## src/rtl/core/assert_macros.svh

```systemverilog
// Assertion macros shared by the lock controller RTL.
// Depends on nothing; define SYNTH to compile the checks away.
`ifndef ASSERT_MACROS_SVH
`define ASSERT_MACROS_SVH

`ifndef SYNTH
`define CLC_ASSERT_IMPL(lbl, ck, rstn, ante, cons) \
	lbl: assert property (@(posedge ck) disable iff (!(rstn)) (ante) |-> (cons)) \
		else $error("%m: check failed");
`define CLC_ASSERT_NEXT(lbl, ck, rstn, ante, cons) \
	lbl: assert property (@(posedge ck) disable iff (!(rstn)) (ante) |=> (cons)) \
		else $error("%m: check failed");
`else
`define CLC_ASSERT_IMPL(lbl, ck, rstn, ante, cons)
`define CLC_ASSERT_NEXT(lbl, ck, rstn, ante, cons)
`endif

`endif

```

## src/rtl/core/clc_pkg.sv

```systemverilog
// Shared types, constants and keyword tables of the code lock controller.
// No dependencies.
`timescale 1ns / 1ps
package clc_pkg;

	localparam int LINE_BUFFER_DEPTH_DEF = 64;
	localparam int CODE_LENGTH_DEF       = 6;

	localparam int          CAPTURE_START = 16;
	localparam logic [7:0]  NEWLINE_CHAR  = 8'h0A;
	localparam int          KW_UNLOCK_LEN = 6;
	localparam int          KW_LOCK_LEN   = 4;
	localparam int          KW_CHANGE_LEN = 15;

	typedef enum logic [2:0] {
		EV_NONE       = 3'd0,
		EV_UNLOCKED   = 3'd1,
		EV_LOCKED     = 3'd2,
		EV_CHANGED    = 3'd3,
		EV_WRONG_CODE = 3'd4,
		EV_INVALID    = 3'd5
	} clc_event_t;

	typedef enum logic [1:0] {
		CMD_UNLOCK  = 2'd0,
		CMD_LOCK    = 2'd1,
		CMD_CHANGE  = 2'd2,
		CMD_INVALID = 2'd3
	} cmd_kind_t;

	typedef struct packed {
		logic      fire;
		cmd_kind_t kind;
	} line_cmd_t;

	typedef struct packed {
		logic done;
		logic match;
	} code_res_t;

	function automatic logic [7:0] kw_unlock_char(input logic [3:0] idx);
		case (idx)
			4'd0: kw_unlock_char = "u";
			4'd1: kw_unlock_char = "n";
			4'd2: kw_unlock_char = "l";
			4'd3: kw_unlock_char = "o";
			4'd4: kw_unlock_char = "c";
			4'd5: kw_unlock_char = "k";
			default: kw_unlock_char = 8'h00;
		endcase
	endfunction

	function automatic logic [7:0] kw_lock_char(input logic [3:0] idx);
		case (idx)
			4'd0: kw_lock_char = "l";
			4'd1: kw_lock_char = "o";
			4'd2: kw_lock_char = "c";
			4'd3: kw_lock_char = "k";
			default: kw_lock_char = 8'h00;
		endcase
	endfunction

	function automatic logic [7:0] kw_change_char(input logic [3:0] idx);
		case (idx)
			4'd0:  kw_change_char = "c";
			4'd1:  kw_change_char = "h";
			4'd2:  kw_change_char = "a";
			4'd3:  kw_change_char = "n";
			4'd4:  kw_change_char = "g";
			4'd5:  kw_change_char = "e";
			4'd6:  kw_change_char = "_";
			4'd7:  kw_change_char = "p";
			4'd8:  kw_change_char = "a";
			4'd9:  kw_change_char = "s";
			4'd10: kw_change_char = "s";
			4'd11: kw_change_char = "w";
			4'd12: kw_change_char = "o";
			4'd13: kw_change_char = "r";
			4'd14: kw_change_char = "d";
			default: kw_change_char = 8'h00;
		endcase
	endfunction

	function automatic logic [7:0] default_code_byte(input int unsigned idx);
		case (idx)
			0, 1, 2: default_code_byte = "2";
			3, 4, 5: default_code_byte = "7";
			default: default_code_byte = 8'h00;
		endcase
	endfunction

endpackage

```

## src/rtl/core/clc_req_if.sv

```systemverilog
// Request channel of the lock controller: source byte and its origin.
// No dependencies.
`timescale 1ns / 1ps
interface clc_req_if;
	logic       valid;
	logic       ready;
	logic       func;
	logic [7:0] byte_value;

	modport source(output valid, func, byte_value, input ready);
	modport sink(input valid, func, byte_value, output ready);
endinterface

```

## src/rtl/core/clc_rsp_if.sv

```systemverilog
// Result channel of the lock controller: event, lock drive, entry count.
// No dependencies.
`timescale 1ns / 1ps
interface clc_rsp_if;
	logic       valid;
	logic       ready;
	logic [2:0] event_res;
	logic       locked;
	logic [2:0] entry_count;

	modport source(output valid, event_res, locked, entry_count, input ready);
	modport sink(input valid, event_res, locked, entry_count, output ready);
endinterface

```

## src/rtl/core/clc_code_unit.sv

```systemverilog
// Code byte collection, stored code and the string-rule code compare.
// Depends on clc_pkg.
`timescale 1ns / 1ps
module clc_code_unit #(
	parameter int CODE_LENGTH = clc_pkg::CODE_LENGTH_DEF
) (
	input  logic                        clk,
	input  logic                        arst_n,
	input  logic                        step,
	input  logic [7:0]                  byte_value,
	input  logic                        load_code,
	input  logic [CODE_LENGTH-1:0][7:0] new_code,
	output clc_pkg::code_res_t          res,
	output logic [2:0]                  entry_count
);
	import clc_pkg::*;

	localparam int EPW = (CODE_LENGTH > 1) ? $clog2(CODE_LENGTH) : 1;

	logic [EPW-1:0] pos_q;
	logic [EPW-1:0] pos_d;
	logic [7:0]     entered_q [CODE_LENGTH];
	logic [7:0]     stored_q  [CODE_LENGTH];
	logic           last;
	logic           match;

	assign last = (pos_q == EPW'(CODE_LENGTH - 1));

	always_comb begin
		logic       stop;
		logic [7:0] e;
		match = 1'b1;
		stop  = 1'b0;
		for (int i = 0; i < CODE_LENGTH; i++) begin
			e = (i == CODE_LENGTH - 1) ? byte_value : entered_q[i];
			if (!stop) begin
				if (e != stored_q[i]) begin
					match = 1'b0;
					stop  = 1'b1;
				end else if (e == 8'h00) begin
					stop = 1'b1;
				end
			end
		end
	end

	always_comb begin
		pos_d = pos_q;
		if (step) begin
			pos_d = last ? '0 : pos_q + 1'b1;
		end
	end

	assign res.done    = step && last;
	assign res.match   = match;
	assign entry_count = 3'(pos_d);

	always_ff @(posedge clk or negedge arst_n) begin
		if (!arst_n) begin
			pos_q <= '0;
			for (int i = 0; i < CODE_LENGTH; i++) begin
				stored_q[i] <= default_code_byte(i);
			end
		end else begin
			pos_q <= pos_d;
			if (load_code) begin
				for (int i = 0; i < CODE_LENGTH; i++) begin
					stored_q[i] <= new_code[i];
				end
			end
		end
	end

	always_ff @(posedge clk) begin
		for (int i = 0; i < CODE_LENGTH; i++) begin
			if (step && pos_q == EPW'(i)) begin
				entered_q[i] <= byte_value;
			end
		end
	end

endmodule

```

## src/rtl/core/clc_line_unit.sv

```systemverilog
// Command line tracking: position, keyword prefix flags and new-code capture.
// Depends on clc_pkg.
`timescale 1ns / 1ps
module clc_line_unit #(
	parameter int LINE_BUFFER_DEPTH = clc_pkg::LINE_BUFFER_DEPTH_DEF,
	parameter int CODE_LENGTH       = clc_pkg::CODE_LENGTH_DEF
) (
	input  logic                        clk,
	input  logic                        arst_n,
	input  logic                        step,
	input  logic [7:0]                  byte_value,
	output clc_pkg::line_cmd_t          cmd,
	output logic [CODE_LENGTH-1:0][7:0] new_code
);
	import clc_pkg::*;

	localparam int LPW = $clog2(LINE_BUFFER_DEPTH);
	localparam int CCW = $clog2(CODE_LENGTH + 1);

	logic [LPW-1:0] pos_q;
	logic [2:0]     flags_q;
	logic [CCW-1:0] cap_cnt_q;
	logic [7:0]     cap_q [CODE_LENGTH];

	logic           line_end;
	logic [2:0]     clr;
	logic [LPW:0]   cap_off;
	logic [LPW:0]   cap_next;
	logic           cap_hit;
	logic           is_unlock;
	logic           is_lock;
	logic           is_change;

	assign line_end = (byte_value == NEWLINE_CHAR) || (pos_q >= LPW'(LINE_BUFFER_DEPTH - 1));

	assign clr[0] = (pos_q < LPW'(KW_UNLOCK_LEN)) && (byte_value != kw_unlock_char(pos_q[3:0]));
	assign clr[1] = (pos_q < LPW'(KW_LOCK_LEN))   && (byte_value != kw_lock_char(pos_q[3:0]));
	assign clr[2] = (pos_q < LPW'(KW_CHANGE_LEN)) && (byte_value != kw_change_char(pos_q[3:0]));

	assign cap_off  = {1'b0, pos_q} - (LPW + 1)'(CAPTURE_START);
	assign cap_next = cap_off + 1'b1;
	assign cap_hit  = (pos_q >= LPW'(CAPTURE_START)) && (cap_off < (LPW + 1)'(CODE_LENGTH));

	assign is_unlock = flags_q[0] && (pos_q >= LPW'(KW_UNLOCK_LEN));
	assign is_lock   = flags_q[1] && (pos_q >= LPW'(KW_LOCK_LEN));
	assign is_change = flags_q[2] && (pos_q >= LPW'(KW_CHANGE_LEN));

	always_comb begin
		cmd.fire = step && line_end;
		if (is_unlock) begin
			cmd.kind = CMD_UNLOCK;
		end else if (is_lock) begin
			cmd.kind = CMD_LOCK;
		end else if (is_change) begin
			cmd.kind = CMD_CHANGE;
		end else begin
			cmd.kind = CMD_INVALID;
		end
	end

	always_comb begin
		logic       ended;
		logic [7:0] c;
		ended = 1'b0;
		for (int i = 0; i < CODE_LENGTH; i++) begin
			c = (!ended && (CCW'(i) < cap_cnt_q)) ? cap_q[i] : 8'h00;
			if (c == 8'h00) begin
				ended = 1'b1;
			end
			new_code[i] = c;
		end
	end

	always_ff @(posedge clk or negedge arst_n) begin
		if (!arst_n) begin
			pos_q     <= '0;
			flags_q   <= 3'b111;
			cap_cnt_q <= '0;
		end else if (step) begin
			if (line_end) begin
				pos_q     <= '0;
				flags_q   <= 3'b111;
				cap_cnt_q <= '0;
			end else begin
				pos_q   <= pos_q + 1'b1;
				flags_q <= flags_q & ~clr;
				if (cap_hit) begin
					cap_cnt_q <= cap_next[CCW-1:0];
				end
			end
		end
	end

	always_ff @(posedge clk) begin
		for (int i = 0; i < CODE_LENGTH; i++) begin
			if (step && !line_end && cap_hit && cap_off == (LPW + 1)'(i)) begin
				cap_q[i] <= byte_value;
			end
		end
	end

endmodule

```

## src/rtl/core/code_lock_controller.sv

```systemverilog
// Code lock controller top: input register, code and line units, result register.
// An accepted request passes the input register, then the result register.
// Throughput: one request per cycle while results are taken, set by the
// single-pass update between the registers; a stalled result holds one request.
// Reset: asynchronous, locked, stored code 222777, empty line and code entry.
`timescale 1ns / 1ps
`include "assert_macros.svh"
module code_lock_controller #(
	parameter int LINE_BUFFER_DEPTH = clc_pkg::LINE_BUFFER_DEPTH_DEF,
	parameter int CODE_LENGTH       = clc_pkg::CODE_LENGTH_DEF
) (
	input  logic clk,
	input  logic arst_n,
	clc_req_if.sink   req,
	clc_rsp_if.source rsp
);
	import clc_pkg::*;

	logic       valid_s1;
	logic       func_s1;
	logic [7:0] byte_s1;

	logic       valid_s2;
	clc_event_t event_s2;
	logic       locked_s2;
	logic [2:0] count_s2;

	logic       lock_q;
	logic       lock_d;
	clc_event_t ev_d;
	logic       advance;

	line_cmd_t                   cmd;
	code_res_t                   code_res;
	logic [CODE_LENGTH-1:0][7:0] new_code;
	logic [2:0]                  entry_count;

	assign advance   = valid_s1 && (!valid_s2 || rsp.ready);
	assign req.ready = !valid_s1 || advance;

	clc_code_unit #(
		.CODE_LENGTH(CODE_LENGTH)
	) u_code (
		.clk        (clk),
		.arst_n     (arst_n),
		.step       (advance && !func_s1),
		.byte_value (byte_s1),
		.load_code  (advance && func_s1 && cmd.fire && cmd.kind == CMD_CHANGE),
		.new_code   (new_code),
		.res        (code_res),
		.entry_count(entry_count)
	);

	clc_line_unit #(
		.LINE_BUFFER_DEPTH(LINE_BUFFER_DEPTH),
		.CODE_LENGTH      (CODE_LENGTH)
	) u_line (
		.clk       (clk),
		.arst_n    (arst_n),
		.step      (advance && func_s1),
		.byte_value(byte_s1),
		.cmd       (cmd),
		.new_code  (new_code)
	);

	always_comb begin
		ev_d   = EV_NONE;
		lock_d = lock_q;
		if (!func_s1) begin
			if (code_res.done) begin
				if (code_res.match) begin
					ev_d   = EV_UNLOCKED;
					lock_d = 1'b0;
				end else begin
					ev_d = EV_WRONG_CODE;
				end
			end
		end else if (cmd.fire) begin
			case (cmd.kind)
				CMD_UNLOCK: begin
					ev_d   = EV_UNLOCKED;
					lock_d = 1'b0;
				end
				CMD_LOCK: begin
					ev_d   = EV_LOCKED;
					lock_d = 1'b1;
				end
				CMD_CHANGE: begin
					ev_d = EV_CHANGED;
				end
				default: begin
					ev_d = EV_INVALID;
				end
			endcase
		end
	end

	always_ff @(posedge clk or negedge arst_n) begin
		if (!arst_n) begin
			valid_s1 <= 1'b0;
			valid_s2 <= 1'b0;
			lock_q   <= 1'b1;
		end else begin
			if (req.ready) begin
				valid_s1 <= req.valid;
			end
			if (advance) begin
				valid_s2 <= 1'b1;
				lock_q   <= lock_d;
			end else if (rsp.ready) begin
				valid_s2 <= 1'b0;
			end
		end
	end

	always_ff @(posedge clk) begin
		if (req.valid && req.ready) begin
			func_s1 <= req.func;
			byte_s1 <= req.byte_value;
		end
		if (advance) begin
			event_s2  <= ev_d;
			locked_s2 <= lock_d;
			count_s2  <= entry_count;
		end
	end

	assign rsp.valid       = valid_s2;
	assign rsp.event_res   = event_s2;
	assign rsp.locked      = locked_s2;
	assign rsp.entry_count = count_s2;

	`CLC_ASSERT_IMPL(a_unlock_opens, clk, arst_n, valid_s2 && event_s2 == EV_UNLOCKED, !locked_s2)
	`CLC_ASSERT_IMPL(a_lock_closes, clk, arst_n, valid_s2 && event_s2 == EV_LOCKED, locked_s2)
	`CLC_ASSERT_NEXT(a_stall_holds, clk, arst_n, valid_s1 && !advance, valid_s1 && $stable(byte_s1))
	`CLC_ASSERT_NEXT(a_wrong_keeps, clk, arst_n, advance && ev_d == EV_WRONG_CODE, lock_q == $past(lock_q))

endmodule
```

## src/flat_wrapper.sv

```systemverilog
// flat-port wrapper written by rule: the top's interface ports become plain ports
module code_lock_controller_flat import clc_pkg::*;
#(
	parameter int LINE_BUFFER_DEPTH = clc_pkg::LINE_BUFFER_DEPTH_DEF,
	parameter int CODE_LENGTH       = clc_pkg::CODE_LENGTH_DEF
)
  (clk, arst_n, req_valid, req_func, req_byte_value, req_ready, rsp_valid, rsp_event_res, rsp_locked, rsp_entry_count, rsp_ready);
  clc_req_if req_i ();
  clc_rsp_if rsp_i ();
  input  logic clk;
  input  logic arst_n;
  input wire logic [$bits(req_i.valid)-1:0] req_valid;
  input wire logic [$bits(req_i.func)-1:0] req_func;
  input wire logic [$bits(req_i.byte_value)-1:0] req_byte_value;
  output wire logic [$bits(req_i.ready)-1:0] req_ready;
  output wire logic [$bits(rsp_i.valid)-1:0] rsp_valid;
  output wire logic [$bits(rsp_i.event_res)-1:0] rsp_event_res;
  output wire logic [$bits(rsp_i.locked)-1:0] rsp_locked;
  output wire logic [$bits(rsp_i.entry_count)-1:0] rsp_entry_count;
  input wire logic [$bits(rsp_i.ready)-1:0] rsp_ready;
  assign req_i.valid = req_valid;
  assign req_i.func = req_func;
  assign req_i.byte_value = req_byte_value;
  assign req_ready = req_i.ready;
  assign rsp_valid = rsp_i.valid;
  assign rsp_event_res = rsp_i.event_res;
  assign rsp_locked = rsp_i.locked;
  assign rsp_entry_count = rsp_i.entry_count;
  assign rsp_i.ready = rsp_ready;
  code_lock_controller #(.LINE_BUFFER_DEPTH(LINE_BUFFER_DEPTH), .CODE_LENGTH(CODE_LENGTH)) u_core (.clk(clk), .arst_n(arst_n), .req(req_i), .rsp(rsp_i));
endmodule
```

## config.mk

```make
export PLATFORM = sky130hd
export DESIGN_NAME = code_lock_controller_flat
export DESIGN_NICKNAME = d
export VERILOG_FILES = /design/src/rtl/core/clc_pkg.sv /design/src/rtl/core/clc_req_if.sv /design/src/rtl/core/clc_rsp_if.sv /design/src/rtl/core/clc_code_unit.sv /design/src/rtl/core/clc_line_unit.sv /design/src/rtl/core/code_lock_controller.sv /design/src/flat_wrapper.sv
export VERILOG_INCLUDE_DIRS = /design/src /design/src/rtl/core
export SDC_FILE = /design/constraint.sdc
export NUM_CORES = 1
export LEC_CHECK = 0
export BUFFER_PORTS_ARGS = -buffer_cell sky130_fd_sc_hd__buf_2
export CAP_MARGIN = 10
export CORE_ASPECT_RATIO = 0.6
export CORE_UTILIZATION = 45
export CTS_CLUSTER_SIZE = 30
export DETAILED_ROUTE_END_ITERATION = 7
export MAX_ROUTING_LAYER = met4
export PLACE_DENSITY_LB_ADDON = 0.2
export SLEW_MARGIN = 40
export SYNTH_ARGS = -nofsm -noshare
export SYNTH_HDL_FRONTEND = slang
export SYNTH_SLANG_ARGS = --single-unit
```

## constraint.sdc

```tcl
create_clock -name clk -period 3.5 [get_ports clk]
set_input_delay 0.7 -clock clk [delete_from_list [all_inputs] [get_ports clk]]
set_output_delay 0.7 -clock clk [all_outputs]
set_load 0.05 [all_outputs]
```

==> results.md <==
- The mapped netlist covers 7410 um2.
- The final total power is 0.00504 W.
- Of all nets on the critical path, the largest fanout is 11.
- The required time at the endpoint of the critical path is 3.58 ns.
- The wire length of the first global-routing pass is 27100 um.
- The least setup slack across all paths after layout is 0.646 ns.
- After synthesis, the share of flip-flops with an asynchronous set or reset is 38.8%.
- After detailed placement, the total cell area comes to slightly below 8000 um2.
- The fill cell instance count of the final layout is 1308.
- The clock net in this run drives a total of 170 sinks.
- In the final layout, the share of cells above drive strength 1 is around 18%.
- The floorplan die area is 17000 um2.
- For this block, the initial DRC count from the detailed router was 383.
- The area of the core is between 15000 and 20000 um2.
- The highest clock rate is 350 MHz.
- Together, buffers and inverters on the worst path number 1.
- The final number of max-transition violations is 0.
- In this run, the clock network consumes 37.2% of the power.
- The slowest stage of the critical path belongs to the cell sky130_fd_sc_hd__dfrtp_1.
- The data arrival time of the worst path is 2.93 ns.
- The count of input and output buffers is 21.
- The all-layer global routing usage is 22.5%.
- The number of global-route vias before repair is 4621.
- The number of antenna violations at the first check in global routing is 0.
- The I/O pin count is 22.
- Relative to the synthesized area, the layout overhead comes to 13.3%.
- The floorplan step set the die width to approximately 170 um.
- The highest ir drop seen on vdd is 0.000344 V.
- The depth of the CTS H-tree is 4.
- The number of max-cap violations is 0.
- Before antenna repair, the detailed router went through 5 iterations.
- The number of vias after detailed routing is between 4000 and 5000.
- The count of yosys warnings during synthesis is 0.
- The number of buffers created by CTS is 17.
- The design area is 8390 um2.
- Sequential cells were found to cover 64.9% of the synthesized design area.
- The capturing element type of the critical path is a register.
- The row count is 35.
- The kind of cell adding the most delay to the critical path is simple AND/OR/NAND/NOR gates.
- Counting along the longest clock path gives a buffer depth of 2.
- The flow ran to the end, and the final reports show no timing, DRC or antenna violations.
- The detail route stage leaves a number of antenna-violating nets equal to 0.
- The final layout contains 625 nets.
- For this design the static power due to leakage is 3.12 nW.
- The switching power share of the total is 28.7%.
- The post-detailed-route DRC marker count is 0.
- The power per unit of standard cell area is between 600 and 700 nW/um2.
- The longest individual stage delay on the worst path is 0.45 ns.
- The internal power contribution is 0.00360 W.
- The synthesized flop and latch total is 170.
- The hold-fix buffer count after cts is 0.
- After detailed routing, the total wire length is 17300 um.
- Counting cells, the worst reg-to-reg path comes to 7.
- Global routing finished with a remaining overflow of 0.
- The signal on the critical path passes through ha_1 -> and3_1 -> a32o_2 -> or2_2 -> nor4_1 -> buf_4 -> and2_1.
- The net switching power is 0.00144 W.
- The critical path in this run is classified as reg2reg.
- Before CTS, the worst setup slack after placement is 0.684 ns.
- The final worst clock skew is 0.00956 ns.
- Clock latency on the worst-skew pair, taken at its later pin, is 0.42 ns.
- The TritonCTS clock tree is built.
- After clock tree synthesis, the setup repair step added 0 buffers.
- In this run the worst hold path is classified as in2async.
- Summed over all failing endpoints, the final setup total negative slack is 0 ns.
- The final-report setup violation count is 0.
- Among all flip-flop cells after synthesis, the most frequent one is sky130_fd_sc_hd__edfxtp_1.
- The post-cts resize count is 0.
- The buffer type at the clock tree root is sky130_fd_sc_hd__clkbuf_16.
- In this run the vertical extent of the chip is around 100 um.
- The final RePlAce weighted congestion is 0.904.
- The half-perimeter wire length after detailed placement is roughly 12000 um.
- Subtracting the final worst setup slack from the clock period gives 2.85 ns.
- The pin count of the biggest net entering global routing is 67.
- After clock tree synthesis, the clock-pin slew on the worst setup and hold paths is 0.07 ns.
- The final hold violation count is 0.
- The via density per instance is 5.80.
- The number of antenna diodes in the final layout is 0.
- STA classifies the critical path startpoint as a register.
- In this run the number of cells on the critical path is 7.
- The worst pin sits at a relative slew slack of 43.2%.
- The share of power burned in registers is 46.6%.
- The transition time of the tightest slew-check pin is between 0.8 and 0.9 ns.
- The number of synthesized flops with an enable pin is 104.
- The synthesized area per cell is 13.2 um2.
- The post-detailed-route wirelength per cell is ~21 um.
- Synthesis produced a netlist with a net count of 590.
- The initial utilization of the core area, before any placement, comes to 47.1%.
- After layout, the worst path uses roughly 82% of the clock period.
- After technology mapping, the gate count stands at about 560.
- The part of the power in combinational logic is 16.2%.
- Setup repair after global routing left no endpoint under its margin.
- After synthesis, the netlist uses between 60 and 70 different library cells.
[kinds of logic (layout without fill, tap and decap cells)]
group / Yosys count / count (layout) / synth area share [%]
AOI/OAI and AO/OA: 111 / 111 / 11.1
xor gates and xnor gates: 58 / 58 / 6.86
adders and majority gates: 14 / 14 / 2.36
buffers and inverters: 36 / 84 / 2.35
DFF: 170 / 170 / 64.9
muxes: 4 / 4 / 0.726
and+or+nand+nor: 170 / 170 / 11.7
[layout make-up]
class | count | area, um2 | area share [%]
flip-flops and latches | 170 | 4810 | 57.3
multi-input cells | 357 | 2430 | 29.0
clock buffers | 18 | 429 | 5.11
repair buffers | 40 | 264 | 3.15
well taps | 203 | 254 | 3.03
clock inverters | 14 | 159 | 1.89
inverters | 12 | 45.0 | 0.537
[state kept, by name (all words and copies together), names as in the netlist, 3 cells and up]
signal / count
u_core.u_line.flags_q: 3
u_core.u_code.entered_q: 40
u_core.u_code.pos_q: 3
u_core.u_line.cap_cnt_q: 3
u_core.rsp.event_res: 3
u_core.u_line.pos_q: 6
u_core.u_code.stored_q: 48
u_core.u_line.cap_q: 48
u_core.rsp.entry_count: 3
u_core.byte_s1: 8
[layout by cell type, fill, tap and decap left out, drive strengths merged, types with 12 or more instances in the layout]
cell    instances
edfxtp        104
nand2          68
buf            40
dfrtp          38
o21ai          32
xnor2          31
nor4           30
dfstp          28
xor2           27
a22o           27
nor2           20
clkbuf         18
inv            17
ha             14
and2           12
[synthesized netlist by cell type (all sizes together), types with 3 or more instances]
cell | n | area, um2
o31ai | 5 | 37.5
edfxtp | 104 | 3120
nor2 | 20 | 75.1
o21ai | 32 | 160
clkbuf | 11 | 41.3
nand4 | 8 | 65.1
and3 | 4 | 25.0
dfstp | 28 | 736
and2 | 12 | 77.6
a32o | 9 | 91.3
nand2b | 4 | 25.0
a21o | 3 | 22.5
ha | 14 | 175
dfrtp | 38 | 951
a22o | 27 | 236
xnor2 | 31 | 272
buf | 13 | 87.6
nand2 | 68 | 255
nor4 | 30 | 188
xor2 | 27 | 236
a21oi | 9 | 48.8
a31o | 3 | 26.3
a31oi | 5 | 31.3
nand3 | 7 | 35.0
nor3 | 4 | 20.0
inv | 12 | 45.0
[power groups by stage]
stage          combinational, W  sequential, W  clock (W)
2_1_floorplan          0.000531        0.00240          0
3_3_place_gp           0.000775        0.00238          0
3_5_place_dp           0.000789        0.00238          0
4_1_cts                0.000796        0.00234    0.00191
5_1_grt                0.000879        0.00236    0.00199
6_report               0.000815        0.00235    0.00188
[per-layer routing]
| metal | track usage [%] | routed length, um |
|---|---|---|
| met1 | 34.6 | 8940 |
| met2 | 30.0 | 6860 |
| met3 | 4.53 | 1320 |
| met4 | 5.79 | 153 |
| met5 | - | 0 |
[per-stage QoR]
stage	hold WS, ns	utilization [%]	std cells
after global placement	0.471	49.6	782
final	0.381	53.4	814
after detailed placement	0.472	49.7	782
after CTS	0.410	53.4	814
after floorplan	0.404	-	563
after global routing	0.436	53.4	814
[path summary, 6_finish.rpt]
kind,startpoint,endpoint,slack (ns)
max reg2reg,u_core.u_line.pos_q[0]$_DFFE_PN0P_,u_core.u_line.cap_q[2][7]$_DFFE_PP_,0.65
max,u_core.u_line.pos_q[0]$_DFFE_PN0P_,u_core.u_line.cap_q[2][7]$_DFFE_PP_,0.65
min reg2reg,u_core.u_line.cap_q[2][3]$_DFFE_PP_,u_core.u_code.stored_q[27]$_DFFE_PN0P_,0.48
min in group clk,req_byte_value[4],u_core.byte_s1[4]$_DFFE_PP_,0.45
min,arst_n,u_core.u_code.stored_q[23]$_DFFE_PN0P_,0.38
max in group asynchronous,arst_n,u_core.u_line.pos_q[1]$_DFFE_PN0P_,2.65
Note: power is estimated with default switching activity, not from simulation.
